[src/rtl/gamepad_axis_throttle_mapper_defines.svh]
// ----------------------------------------------------------------------------
// Gamepad axis throttle mapper: assertion macros
// Shared assertion macros, clocked on clk_i and held off while rst_ni is low.
// ----------------------------------------------------------------------------
`ifndef GAMEPAD_AXIS_THROTTLE_MAPPER_DEFINES_SVH
`define GAMEPAD_AXIS_THROTTLE_MAPPER_DEFINES_SVH

// Checks a property at every rising edge outside of reset.
`define GATM_ASSERT(lbl, prop, msg) \
  lbl: assert property (@(posedge clk_i) disable iff (!rst_ni) (prop)) else $error(msg);

// Checks that a condition never holds outside of reset.
`define GATM_ASSERT_NEVER(lbl, cond, msg) \
  `GATM_ASSERT(lbl, !(cond), msg)

`endif

[src/rtl/gatm_pkg.sv]
// ----------------------------------------------------------------------------
// Gamepad axis throttle mapper package
// Types and constants shared by the lanes, the merge stage and the top level.
// ----------------------------------------------------------------------------
`timescale 1ns / 1ps

package gatm_pkg;

  // Number of stick bytes in a report, and events the merge stage can hold.
  localparam int NUM_STICKS = 4;
  localparam int NUM_EVENTS = 4;

  // Field widths.
  localparam int BYTE_W  = 8;
  localparam int LEVEL_W = 8;
  localparam int VALUE_W = 9;
  localparam int HALF_W  = 7;
  localparam int PROD_W  = 14;
  localparam int RECIP_W = 15;

  // Dead zone bounds and the power register's reset value.
  localparam logic [BYTE_W-1:0] DZ_LOW       = 8'h70;
  localparam logic [BYTE_W-1:0] DZ_HIGH      = 8'h90;
  localparam logic [BYTE_W-1:0] POWER_RESET  = 8'd10;
  localparam logic [BYTE_W-1:0] BYTE_RESET   = 8'hFF;
  localparam logic [BYTE_W-1:0] BTN_LEFT     = 8'h01;
  localparam logic [BYTE_W-1:0] BTN_RIGHT    = 8'h02;

  // Reciprocal of the span 111: floor(x * 18894 / 2^21) equals x / 111 for
  // every product below 2^14.
  localparam logic [RECIP_W-1:0] SPAN_RECIP  = 15'd18894;
  localparam int                 RECIP_SHIFT = 21;

  // Event kinds, also the event's slot in the merge stage.
  typedef enum logic [1:0] {
    KIND_X      = 2'd0,
    KIND_Y      = 2'd1,
    KIND_Z      = 2'd2,
    KIND_BUTTON = 2'd3
  } kind_e;

  // Where a stick byte lies relative to the dead zone.
  typedef enum logic [1:0] {
    ZONE_DEAD = 2'd0,
    ZONE_LOW  = 2'd1,
    ZONE_HIGH = 2'd2
  } zone_e;

  // Stage enables handed to every lane.
  typedef struct packed {
    logic en1;  // input transfer, lane stage 1 loads
    logic en2;  // stage 1 moves into stage 2
    logic en3;  // stage 2 moves into the merge stage
  } lane_ctrl_t;

  // What a lane reports from its stage 2.
  typedef struct packed {
    logic                      fire;
    logic signed [LEVEL_W-1:0] level;
  } lane_stat_t;

  // Merge stage status toward the pipeline control.
  typedef struct packed {
    logic slot_free;
    logic load;
    logic pending;
  } merge_stat_t;

endpackage

[src/rtl/gatm_lane.sv]
// ----------------------------------------------------------------------------
// Gamepad axis throttle mapper: stick lane
// Change detection and throttle level of one stick byte in two stages, plus
// the last level kept for that stick.
// ----------------------------------------------------------------------------
`timescale 1ns / 1ps

module gatm_lane import gatm_pkg::*; (
  input  logic                clk_i,
  input  logic                rst_ni,
  input  lane_ctrl_t          ctrl_i,
  input  logic [BYTE_W-1:0]   byte_i,
  input  logic [HALF_W-1:0]   half_power_i,
  output lane_stat_t          stat_o
);

  logic [BYTE_W-1:0]         prev_byte_q;
  logic signed [LEVEL_W-1:0] prev_level_q;

  logic                      chg1_q, chg1_d;
  zone_e                     zone1_q, zone1_d;
  logic [PROD_W-1:0]         prod1_q, prod1_d;
  logic [HALF_W-1:0]         half1_q;

  logic                      chg2_q;
  logic signed [LEVEL_W-1:0] level2_q, level2_d;

  logic [LEVEL_W-1:0]        mul_a;
  logic [HALF_W-1:0]         mul_b;
  logic [PROD_W:0]           prod_full;
  logic [PROD_W+RECIP_W-1:0] recip_full;
  logic [LEVEL_W-1:0]        quot;

  // Stage 1: classify the byte and form the dividend.
  always_comb begin
    chg1_d = (byte_i != prev_byte_q);
    if (byte_i > DZ_HIGH) begin
      zone1_d = ZONE_HIGH;
      mul_a   = {1'b0, half_power_i} + 8'd1;
      mul_b   = HALF_W'(byte_i - DZ_HIGH);
    end else if (byte_i >= DZ_LOW) begin
      zone1_d = ZONE_DEAD;
      mul_a   = '0;
      mul_b   = '0;
    end else begin
      zone1_d = ZONE_LOW;
      mul_a   = {1'b0, half_power_i};
      mul_b   = byte_i[HALF_W-1:0];
    end
    prod_full = (PROD_W+1)'(mul_a) * (PROD_W+1)'(mul_b);
    prod1_d   = prod_full[PROD_W-1:0];
  end

  // Stage 2: divide by the span through the reciprocal and form the level.
  always_comb begin
    recip_full = (PROD_W+RECIP_W)'(prod1_q) * (PROD_W+RECIP_W)'(SPAN_RECIP);
    quot       = recip_full[RECIP_SHIFT +: LEVEL_W];
    unique case (zone1_q)
      ZONE_HIGH: level2_d = LEVEL_W'(8'd0 - quot);
      ZONE_LOW:  level2_d = LEVEL_W'({1'b0, half1_q} - quot);
      default:   level2_d = '0;
    endcase
  end

  // A level counts as new only if the byte changed and the level moved.
  assign stat_o.fire  = chg2_q && (level2_q != prev_level_q);
  assign stat_o.level = level2_q;

  // Stick history.
  always_ff @(posedge clk_i or negedge rst_ni) begin
    if (!rst_ni) begin
      prev_byte_q  <= BYTE_RESET;
      prev_level_q <= '0;
    end else begin
      if (ctrl_i.en1) begin
        prev_byte_q <= byte_i;
      end
      if (ctrl_i.en3 && stat_o.fire) begin
        prev_level_q <= level2_q;
      end
    end
  end

  // Stage payload registers.
  always_ff @(posedge clk_i) begin
    if (ctrl_i.en1) begin
      chg1_q  <= chg1_d;
      zone1_q <= zone1_d;
      prod1_q <= prod1_d;
      half1_q <= half_power_i;
    end
    if (ctrl_i.en2) begin
      chg2_q   <= chg1_q;
      level2_q <= level2_d;
    end
  end

endmodule

[src/rtl/gatm_merge.sv]
// ----------------------------------------------------------------------------
// Gamepad axis throttle mapper: merge stage
// Gathers the events of one report from the lanes and the button path and
// hands them to the output register one per cycle while the output does not stall, in axis order.
// ----------------------------------------------------------------------------
`timescale 1ns / 1ps

module gatm_merge import gatm_pkg::*; (
  input  logic                      clk_i,
  input  logic                      rst_ni,
  input  logic                      s2_valid_i,
  input  lane_stat_t                lane_i [NUM_STICKS],
  input  logic                      btn_emit_i,
  input  logic                      btn_val_i,
  output merge_stat_t               stat_o,
  output logic                      out_valid_o,
  input  logic                      out_stall_i,
  output logic [1:0]                event_kind_o,
  output logic signed [VALUE_W-1:0] event_value_o,
  output logic                      last_event_o
);

  logic [NUM_EVENTS-1:0]     mask_q, mask_d;
  logic [NUM_EVENTS-1:0]     new_mask;
  logic [NUM_EVENTS-1:0]     pending_after;
  logic [NUM_EVENTS-1:0]     sel_onehot;
  logic [VALUE_W-1:0]        vals_q [NUM_EVENTS];
  logic [VALUE_W-1:0]        vals_d [NUM_EVENTS];
  logic [VALUE_W-1:0]        level_x, level_y, level_z;
  kind_e                     sel;
  logic                      out_load, emit;

  logic                      out_valid_q, out_valid_d;
  kind_e                     kind_q;
  logic [VALUE_W-1:0]        value_q;
  logic                      last_q;

  // Events that the report in stage 2 brings along; right stick Y is silent.
  always_comb begin
    level_x = {lane_i[0].level[LEVEL_W-1], lane_i[0].level};
    level_y = {lane_i[1].level[LEVEL_W-1], lane_i[1].level};
    level_z = {lane_i[2].level[LEVEL_W-1], lane_i[2].level};
    new_mask = {btn_emit_i, lane_i[2].fire, lane_i[1].fire, lane_i[0].fire};
    vals_d[KIND_X]      = level_x;
    vals_d[KIND_Y]      = 9'd0 - level_y;
    vals_d[KIND_Z]      = 9'd0 - level_z;
    vals_d[KIND_BUTTON] = {8'd0, btn_val_i};
  end

  // Pick the lowest pending event.
  always_comb begin
    sel = KIND_BUTTON;
    for (int k = NUM_EVENTS - 1; k >= 0; k--) begin
      if (mask_q[k]) begin
        sel = kind_e'(2'(k));
      end
    end
    sel_onehot = NUM_EVENTS'(1) << sel;
  end

  // Hand-off and reload of the event slot.
  always_comb begin
    out_load      = !out_valid_q || !out_stall_i;
    emit          = out_load && (mask_q != '0);
    pending_after = emit ? (mask_q & ~sel_onehot) : mask_q;
    stat_o.slot_free = (pending_after == '0);
    stat_o.load      = s2_valid_i && stat_o.slot_free;
    stat_o.pending   = (mask_q != '0);
    mask_d = stat_o.load ? new_mask : pending_after;
    if (emit) begin
      out_valid_d = 1'b1;
    end else if (out_load) begin
      out_valid_d = 1'b0;
    end else begin
      out_valid_d = out_valid_q;
    end
  end

  // Control state.
  always_ff @(posedge clk_i or negedge rst_ni) begin
    if (!rst_ni) begin
      mask_q      <= '0;
      out_valid_q <= 1'b0;
    end else begin
      mask_q      <= mask_d;
      out_valid_q <= out_valid_d;
    end
  end

  // Event values and the output register.
  always_ff @(posedge clk_i) begin
    if (stat_o.load) begin
      for (int k = 0; k < NUM_EVENTS; k++) begin
        vals_q[k] <= vals_d[k];
      end
    end
    if (emit) begin
      kind_q  <= sel;
      value_q <= vals_q[sel];
      last_q  <= (pending_after == '0);
    end
  end

  assign out_valid_o   = out_valid_q;
  assign event_kind_o  = kind_q;
  assign event_value_o = value_q;
  assign last_event_o  = last_q;

endmodule

[src/rtl/gamepad_axis_throttle_mapper.sv]
// ----------------------------------------------------------------------------
// Gamepad axis throttle mapper
// Turns gamepad reports into throttle level events for three axes and a
// shoulder button event, using four stick lanes and a merge stage.
// ----------------------------------------------------------------------------
//
//  Channel  | Handshake                 | Payload
//  ---------+---------------------------+-------------------------------------
//  in       | in_valid_i / in_stall_o   | five report bytes
//  out      | out_valid_o / out_stall_i | event_kind_o, event_value_o,
//           |                           | last_event_o
//  cfg      | cfg_valid_i / cfg_ready_o | power_levels_i
//
// A report passes two lane stages and the merge stage before its first event
// is loaded into the output register.
// The merge stage releases one event per cycle while the output does not stall;
// a report causes at most four events, and may cause none.
// Reset clears the stored report, levels, button value and all valid state;
// power_levels returns to 10. No clearing pass is needed.
// A stall on the output holds the output register; the pipeline behind it
// keeps filling until every stage holds a report, then in_stall_o rises.
`timescale 1ns / 1ps

module gamepad_axis_throttle_mapper import gatm_pkg::*; (
  input  logic                      clk_i,
  input  logic                      rst_ni,
  input  logic                      cfg_valid_i,
  output logic                      cfg_ready_o,
  input  logic [BYTE_W-1:0]         power_levels_i,
  input  logic                      in_valid_i,
  output logic                      in_stall_o,
  input  logic [BYTE_W-1:0]         left_stick_x_i,
  input  logic [BYTE_W-1:0]         left_stick_y_i,
  input  logic [BYTE_W-1:0]         right_stick_x_i,
  input  logic [BYTE_W-1:0]         right_stick_y_i,
  input  logic [BYTE_W-1:0]         shoulder_byte_i,
  output logic                      out_valid_o,
  input  logic                      out_stall_i,
  output logic [1:0]                event_kind_o,
  output logic signed [VALUE_W-1:0] event_value_o,
  output logic                      last_event_o
);

  `include "gamepad_axis_throttle_mapper_defines.svh"

  logic [BYTE_W-1:0] power_q;
  logic [BYTE_W-1:0] stick_bytes [NUM_STICKS];
  lane_ctrl_t        lane_ctrl;
  lane_stat_t        lane_stat [NUM_STICKS];
  merge_stat_t       merge_stat;

  logic              accept, s2_ready, adv12;
  logic              s1_valid_q, s1_valid_d;
  logic              s2_valid_q, s2_valid_d;

  logic [BYTE_W-1:0] prev_shoulder_q;
  logic [BYTE_W-1:0] prev_btn_q;
  logic              btn_emit, btn_val;
  logic              btn_emit1_q, btn_val1_q;
  logic              btn_emit2_q, btn_val2_q;

  // Configuration register, always ready.
  assign cfg_ready_o = 1'b1;

  always_ff @(posedge clk_i or negedge rst_ni) begin
    if (!rst_ni) begin
      power_q <= POWER_RESET;
    end else if (cfg_valid_i && cfg_ready_o) begin
      power_q <= power_levels_i;
    end
  end

  // Pipeline control: each stage moves on when the one after it frees up.
  always_comb begin
    s2_ready   = !s2_valid_q || merge_stat.slot_free;
    adv12      = s1_valid_q && s2_ready;
    in_stall_o = s1_valid_q && !s2_ready;
    accept     = in_valid_i && !in_stall_o;
    lane_ctrl.en1 = accept;
    lane_ctrl.en2 = adv12;
    lane_ctrl.en3 = merge_stat.load;
    if (accept) begin
      s1_valid_d = 1'b1;
    end else if (adv12) begin
      s1_valid_d = 1'b0;
    end else begin
      s1_valid_d = s1_valid_q;
    end
    if (adv12) begin
      s2_valid_d = 1'b1;
    end else if (merge_stat.load) begin
      s2_valid_d = 1'b0;
    end else begin
      s2_valid_d = s2_valid_q;
    end
  end

  always_ff @(posedge clk_i or negedge rst_ni) begin
    if (!rst_ni) begin
      s1_valid_q <= 1'b0;
      s2_valid_q <= 1'b0;
    end else begin
      s1_valid_q <= s1_valid_d;
      s2_valid_q <= s2_valid_d;
    end
  end

  // Stick lanes.
  assign stick_bytes[0] = left_stick_x_i;
  assign stick_bytes[1] = left_stick_y_i;
  assign stick_bytes[2] = right_stick_x_i;
  assign stick_bytes[3] = right_stick_y_i;

  for (genvar g = 0; g < NUM_STICKS; g++) begin : g_lane
    gatm_lane u_lane (
      .clk_i        (clk_i),
      .rst_ni       (rst_ni),
      .ctrl_i       (lane_ctrl),
      .byte_i       (stick_bytes[g]),
      .half_power_i (power_q[BYTE_W-1:1]),
      .stat_o       (lane_stat[g])
    );
  end

  // Button path: decided at the transfer, since it depends on no level.
  always_comb begin
    btn_emit = (shoulder_byte_i != prev_shoulder_q) && (shoulder_byte_i != prev_btn_q);
    btn_val  = !((shoulder_byte_i == BTN_LEFT) || (shoulder_byte_i == BTN_RIGHT));
  end

  always_ff @(posedge clk_i or negedge rst_ni) begin
    if (!rst_ni) begin
      prev_shoulder_q <= BYTE_RESET;
      prev_btn_q      <= '0;
    end else if (accept) begin
      prev_shoulder_q <= shoulder_byte_i;
      if (btn_emit) begin
        prev_btn_q <= shoulder_byte_i;
      end
    end
  end

  always_ff @(posedge clk_i) begin
    if (accept) begin
      btn_emit1_q <= btn_emit;
      btn_val1_q  <= btn_val;
    end
    if (adv12) begin
      btn_emit2_q <= btn_emit1_q;
      btn_val2_q  <= btn_val1_q;
    end
  end

  // Merge stage and output register.
  gatm_merge u_merge (
    .clk_i         (clk_i),
    .rst_ni        (rst_ni),
    .s2_valid_i    (s2_valid_q),
    .lane_i        (lane_stat),
    .btn_emit_i    (btn_emit2_q),
    .btn_val_i     (btn_val2_q),
    .stat_o        (merge_stat),
    .out_valid_o   (out_valid_o),
    .out_stall_i   (out_stall_i),
    .event_kind_o  (event_kind_o),
    .event_value_o (event_value_o),
    .last_event_o  (last_event_o)
  );

  // An accepted report always lands in the first stage.
  `GATM_ASSERT(a_accept_lands, accept |=> s1_valid_q, "accepted report lost at stage 1")
  // An event that is not the last leaves further events waiting in the merge stage.
  `GATM_ASSERT(a_more_pending, (out_valid_o && !last_event_o) |-> merge_stat.pending,
               "event not marked last but nothing pending")
  // Button events carry only 0 or 1.
  `GATM_ASSERT_NEVER(a_button_value,
                     out_valid_o && (event_kind_o == KIND_BUTTON) && (event_value_o[8:1] != '0),
                     "button event value out of range")

endmodule
[config.mk]
export PLATFORM = sky130hd
export DESIGN_NAME = gamepad_axis_throttle_mapper
export DESIGN_NICKNAME = d
export VERILOG_FILES = /design/src/rtl/gatm_pkg.sv /design/src/rtl/gatm_lane.sv /design/src/rtl/gatm_merge.sv /design/src/rtl/gamepad_axis_throttle_mapper.sv
export VERILOG_INCLUDE_DIRS = /design/src /design/src/rtl
export SDC_FILE = /design/constraint.sdc
export NUM_CORES = 1
export LEC_CHECK = 0
export ABC_AREA = 0
export BUFFER_PORTS_ARGS = -buffer_cell sky130_fd_sc_hd__buf_2
export CAP_MARGIN = 20
export CORE_MARGIN = 3
export CORE_UTILIZATION = 49
export DETAILED_ROUTE_END_ITERATION = 6
export PLACE_DENSITY = 0.65
export SYNTH_ARGS = -nofsm -noshare
export SYNTH_HDL_FRONTEND = slang
export SYNTH_SLANG_ARGS = --single-unit
[constraint.sdc]
create_clock -name clk_i -period 20.3 [get_ports clk_i]
set_input_delay 2.03 -clock clk_i [delete_from_list [all_inputs] [get_ports clk_i]]
set_output_delay 2.03 -clock clk_i [all_outputs]
set_load 0.02 [all_outputs]
==> metrics.md <==
| Metric | Value |
|---|---|
| Antenna Nets Post-Route | 0 |
| Rel. slew slack | 30.5% |
| Worst Clk Skew | 0.0119 ns |
| Mapped Area | 25200 um^2 |
| PortBufs | 57 |
| # rows | 82 |
| Total CTS buffers | 24 |
| Total Routing Usage GR | 19.5% |
| Worst Setup End Kind | register |
| Simple-gate portion of the synthesized area | 9.94% |
| F_max | 128 MHz |
| R2R Path End | g_lane[1].u_lane.level2_q[7]$_SDFFCE_PN0P_ |
| Final Cycle Share | 38.4% |
| Crit-path leading delay family | adder cells |
| Largest stage delay, worst path | 0.76 ns |
| Post-layout min period | 7.80 ns |
| WP depth | 22 |
| Area contributors post-synth | ha_1, fa_1, edfxtp_1 |
| Longest Clk Path Bufs | 3 |
| Fin cells | 3205 |
| WHS Path Cells | 0 |
| Initial Util | 50.0% |
| Post-CTS Setup Inserts | 0 |
| Global placement routability congestion | 0.872 |
| # resized after CTS | 0 |
| Avg Inst Size Synth | 10.2 um^2 |
| Largest net degree at the start of global routing | 79 |
| Gr ovfl total | 0 |
| Synthesis-stage register bit count | 206 |
| Max Cap Viol | 0 |
| Buffers plus inverters on the worst setup path | 5 |
| Compound-Gate Fraction of Synth Area | 6.57% |
| Setup TNS | 0 ns |
| Drt drc | 0 |
| Worst Setup Path Type | input port to register |
| Final-report max-slew violation count | 0 |
| Area of the core | 50500 um^2 |
| Slew @ Worst Pin | 1.04 ns |
| Cells after DPL | 3157 |
| Initial antenna violation count | 5 |
| Final Cell Area | 27100 um^2 |
| Global-route wire length before repair | 86300 um |
| EDFF count, synth | 128 |
| Clock tree sinks | 206 |
| Share of cells above drive strength 1 | 8.34% |
| R2r worst-path depth | 29 |
| Asr flop ratio synth | 37.9% |
| Setup-failing EPs final | 0 |
| Die W | 233 um |
| Post-synthesis cell type count | 77 |
| Die Ht | 233 um |
| FF-to-FF Start | g_lane[1].u_lane.prod1_q[3]$_DFFE_PP_ |
| Cts hold-fix bufs | 0 |
| Via count | 16700 |
| Drt first pass iters | 6 |
| Final hold vios | 0 |
| Most frequent CP cell | a21oi_1 |
| CP Cell Sequence | buf_2 -> inv_1 -> ha_1 -> a21oi_1 -> o21ai_1 -> clkinv_1 -> a22o_1 -> and2_1 -> fa_1 -> ha_1 -> inv_1 -> fa_1 -> fa_1 -> inv_1 -> ha_1 -> a21oi_1 -> o21bai_1 -> a21oi_1 -> o21bai_1 -> a21oi_1 -> nor4bb_1 -> or3_1 |
| Vias in the first global route | 17700 |
| XOR/XNOR Fraction of Synth Area | 5.13% |
| Multiplexer area fraction after synthesis | 2.96% |
| Required time worst endpoint | 20.57 ns |
| Worst skew pair latency | 0.53 ns |
| Area post-placement | 26200 um^2 |
| CP max-delay cell | o21ai_1 |
| Hold endpoint | u_merge.vals_q[3][0]$_DFFE_PP_ |
| Largest area contributor in the netlist | ha_1 |
| Sequential fraction of the synthesis area | 23.1% |
| Via-to-Cell Ratio | 5.20 |
| Final #Nets | 3295 |
| CP startpoint kind | input port |
| RSZ-0062 raised after global routing | false |
| Synth warn | 0 |
| Min-Delay Path Class | register to register |
| Gate Count Post-Synth | 2479 |
| Synth Area in Adders | 44.1% |
| Initial DRC count | 839 |
| Clk pin slew, worst setup/hold paths | 0.06 ns |
| Syn_nets | 3261 |
| Primary FF master, synth | edfxtp_1 |
| Setup slack, reg-to-reg | 12.61 ns |
| Root Buffer | clkbuf_16 |
| Fill cells | 4468 |
| Largest family of logic cells by synthesized area | adder cells |
| Hold path start | btn_val2_q$_DFFE_PP_ |
| H-Tree Depth | 1 |
| DR WL/cell | 15.7 um |
| Final WL | 50400 um |
| Boundary pin count | 68 |
| Status | finished, final reports clean |
| CTS tree | built |
| Final HPWL from detailed placement | 41500 um |
| Die ar. | 54300 um^2 |
| Area share of the largest cell type after synthesis | 22.9% |
| Util after Layout | 53.6% |
| Area growth, synth to finish | 7.19% |
| Worst-path maximum fanout | 15 |
| Crit path DAT | 8.06 ns |
cells in the final DEF (no fill, tap or decap), types with 68 or more instances in the layout:
cell type | netlist | layout
a21oi_1 | 68 | 68
and2_1 | 77 | 77
edfxtp_1 | 128 | 128
fa_1 | 267 | 267
ha_1 | 462 | 462
inv_1 | 489 | 488
nand2_1 | 195 | 195
nor2_1 | 95 | 95
o21ai_0 | 80 | 80
xnor2_1 | 83 | 83
metrics by stage:
stage                     setup WS (ns)  hold slack [ns]
after floorplan                   13.06            0.400
after global placement            12.22            0.411
after detailed placement          12.05            0.410
after CTS                         12.61            0.425
after global routing              12.11            0.440
final                             12.50            0.423
cell usage after synthesis (3+ instances only):
| cell | count |
|---|---|
| o211ai_1 | 5 |
| edfxtp_1 | 128 |
| mux2i_1 | 6 |
| a211oi_1 | 5 |
| mux2_2 | 61 |
| inv_1 | 489 |
| o21ai_1 | 3 |
| o21a_1 | 14 |
| nand3_1 | 23 |
| a21oi_1 | 68 |
| and3_1 | 8 |
| nor2b_1 | 22 |
| a31oi_1 | 11 |
| nand2b_1 | 13 |
| buf_2 | 8 |
| dfrtp_1 | 44 |
| fa_1 | 267 |
| nor4_1 | 17 |
| xor2_1 | 65 |
| nand2_1 | 195 |
| nand4_1 | 9 |
| o32ai_1 | 5 |
| xnor2_1 | 83 |
| nor2_1 | 95 |
| nand4b_1 | 3 |
| o21ai_0 | 80 |
| clkbuf_1 | 46 |
| a22oi_1 | 8 |
| nor3_1 | 30 |
| o31ai_1 | 8 |
| a221oi_1 | 3 |
| dfstp_2 | 34 |
| or2_2 | 4 |
| a21o_1 | 15 |
| o21bai_1 | 8 |
| ha_1 | 462 |
| or3_1 | 10 |
| and2_1 | 77 |
state kept, by name (all words and copies together) (netlist names), 4 cells and up:
signal                      cells
g_lane.u_lane.prod1_q          42
u_merge.vals_q                 27
g_lane.u_lane.level2_q         24
g_lane.u_lane.prev_byte_q      24
g_lane.u_lane.prev_level_q     24
u_merge.event_value_o           9
prev_btn_q                      8
prev_shoulder_q                 8
g_lane.u_lane.half1_q           7
power_q                         7
g_lane.u_lane.zone1_q           6
u_merge.mask_q                  4
worst max path at each step:
stage / startpoint / slack, ns / end
after CTS: left_stick_y_i[4] / 12.61 / g_lane[1].u_lane.prod1_q[12]$_DFFE_PP_
after detailed placement: left_stick_y_i[4] / 12.05 / g_lane[1].u_lane.prod1_q[12]$_DFFE_PP_
final: left_stick_y_i[4] / 12.50 / g_lane[1].u_lane.prod1_q[12]$_DFFE_PP_
after global placement: left_stick_y_i[4] / 12.22 / g_lane[1].u_lane.prod1_q[12]$_DFFE_PP_
after floorplan: left_stick_x_i[5] / 13.06 / g_lane[0].u_lane.prod1_q[12]$_DFFE_PP_
after global routing: g_lane[1].u_lane.prod1_q[3]$_DFFE_PP_ / 12.11 / g_lane[1].u_lane.level2_q[7]$_SDFFCE_PN0P_
cells by family (layout without fill, tap and decap cells):
group                      Yosys count  in the layout
AOI/OAI and AO/OA                  261            261
xor gates and xnor gates           148            148
adders and majority gates          730            730
buffers and inverters              545            597
DFF                                206            206
muxes                               67             67
other                                1              3
and+or+nand+nor                    521            521
final cells by class:
| class | instances | area, um^2 | share of cell area (%) |
|---|---|---|---|
| clock inverter | 12 | 163 | 0.601 |
| sequential | 206 | 5840 | 21.6 |
| timing repair buffer | 63 | 353 | 1.30 |
| antenna | 2 | 5.00 | 0.0185 |
| tap | 672 | 841 | 3.11 |
| inverter | 490 | 1840 | 6.80 |
| multi-input combinational | 1728 | 17400 | 64.1 |
| clock buffer | 32 | 672 | 2.48 |
layer usage:
layer | part of all wire (%) | vias up | global-route usage (%)
met4 | 1.9 | 6 | 3.93
met2 | 46 | 267 | 32.8
met1 | 48 | 8151 | 27.2
met3 | 3.9 | 58 | 2.60
li1 | - | 8177 | -
met5 | 0.10 | - | 0
Power is not shown: default switching activity piles up to over one toggle a cycle in this logic, so the estimate is an artifact.
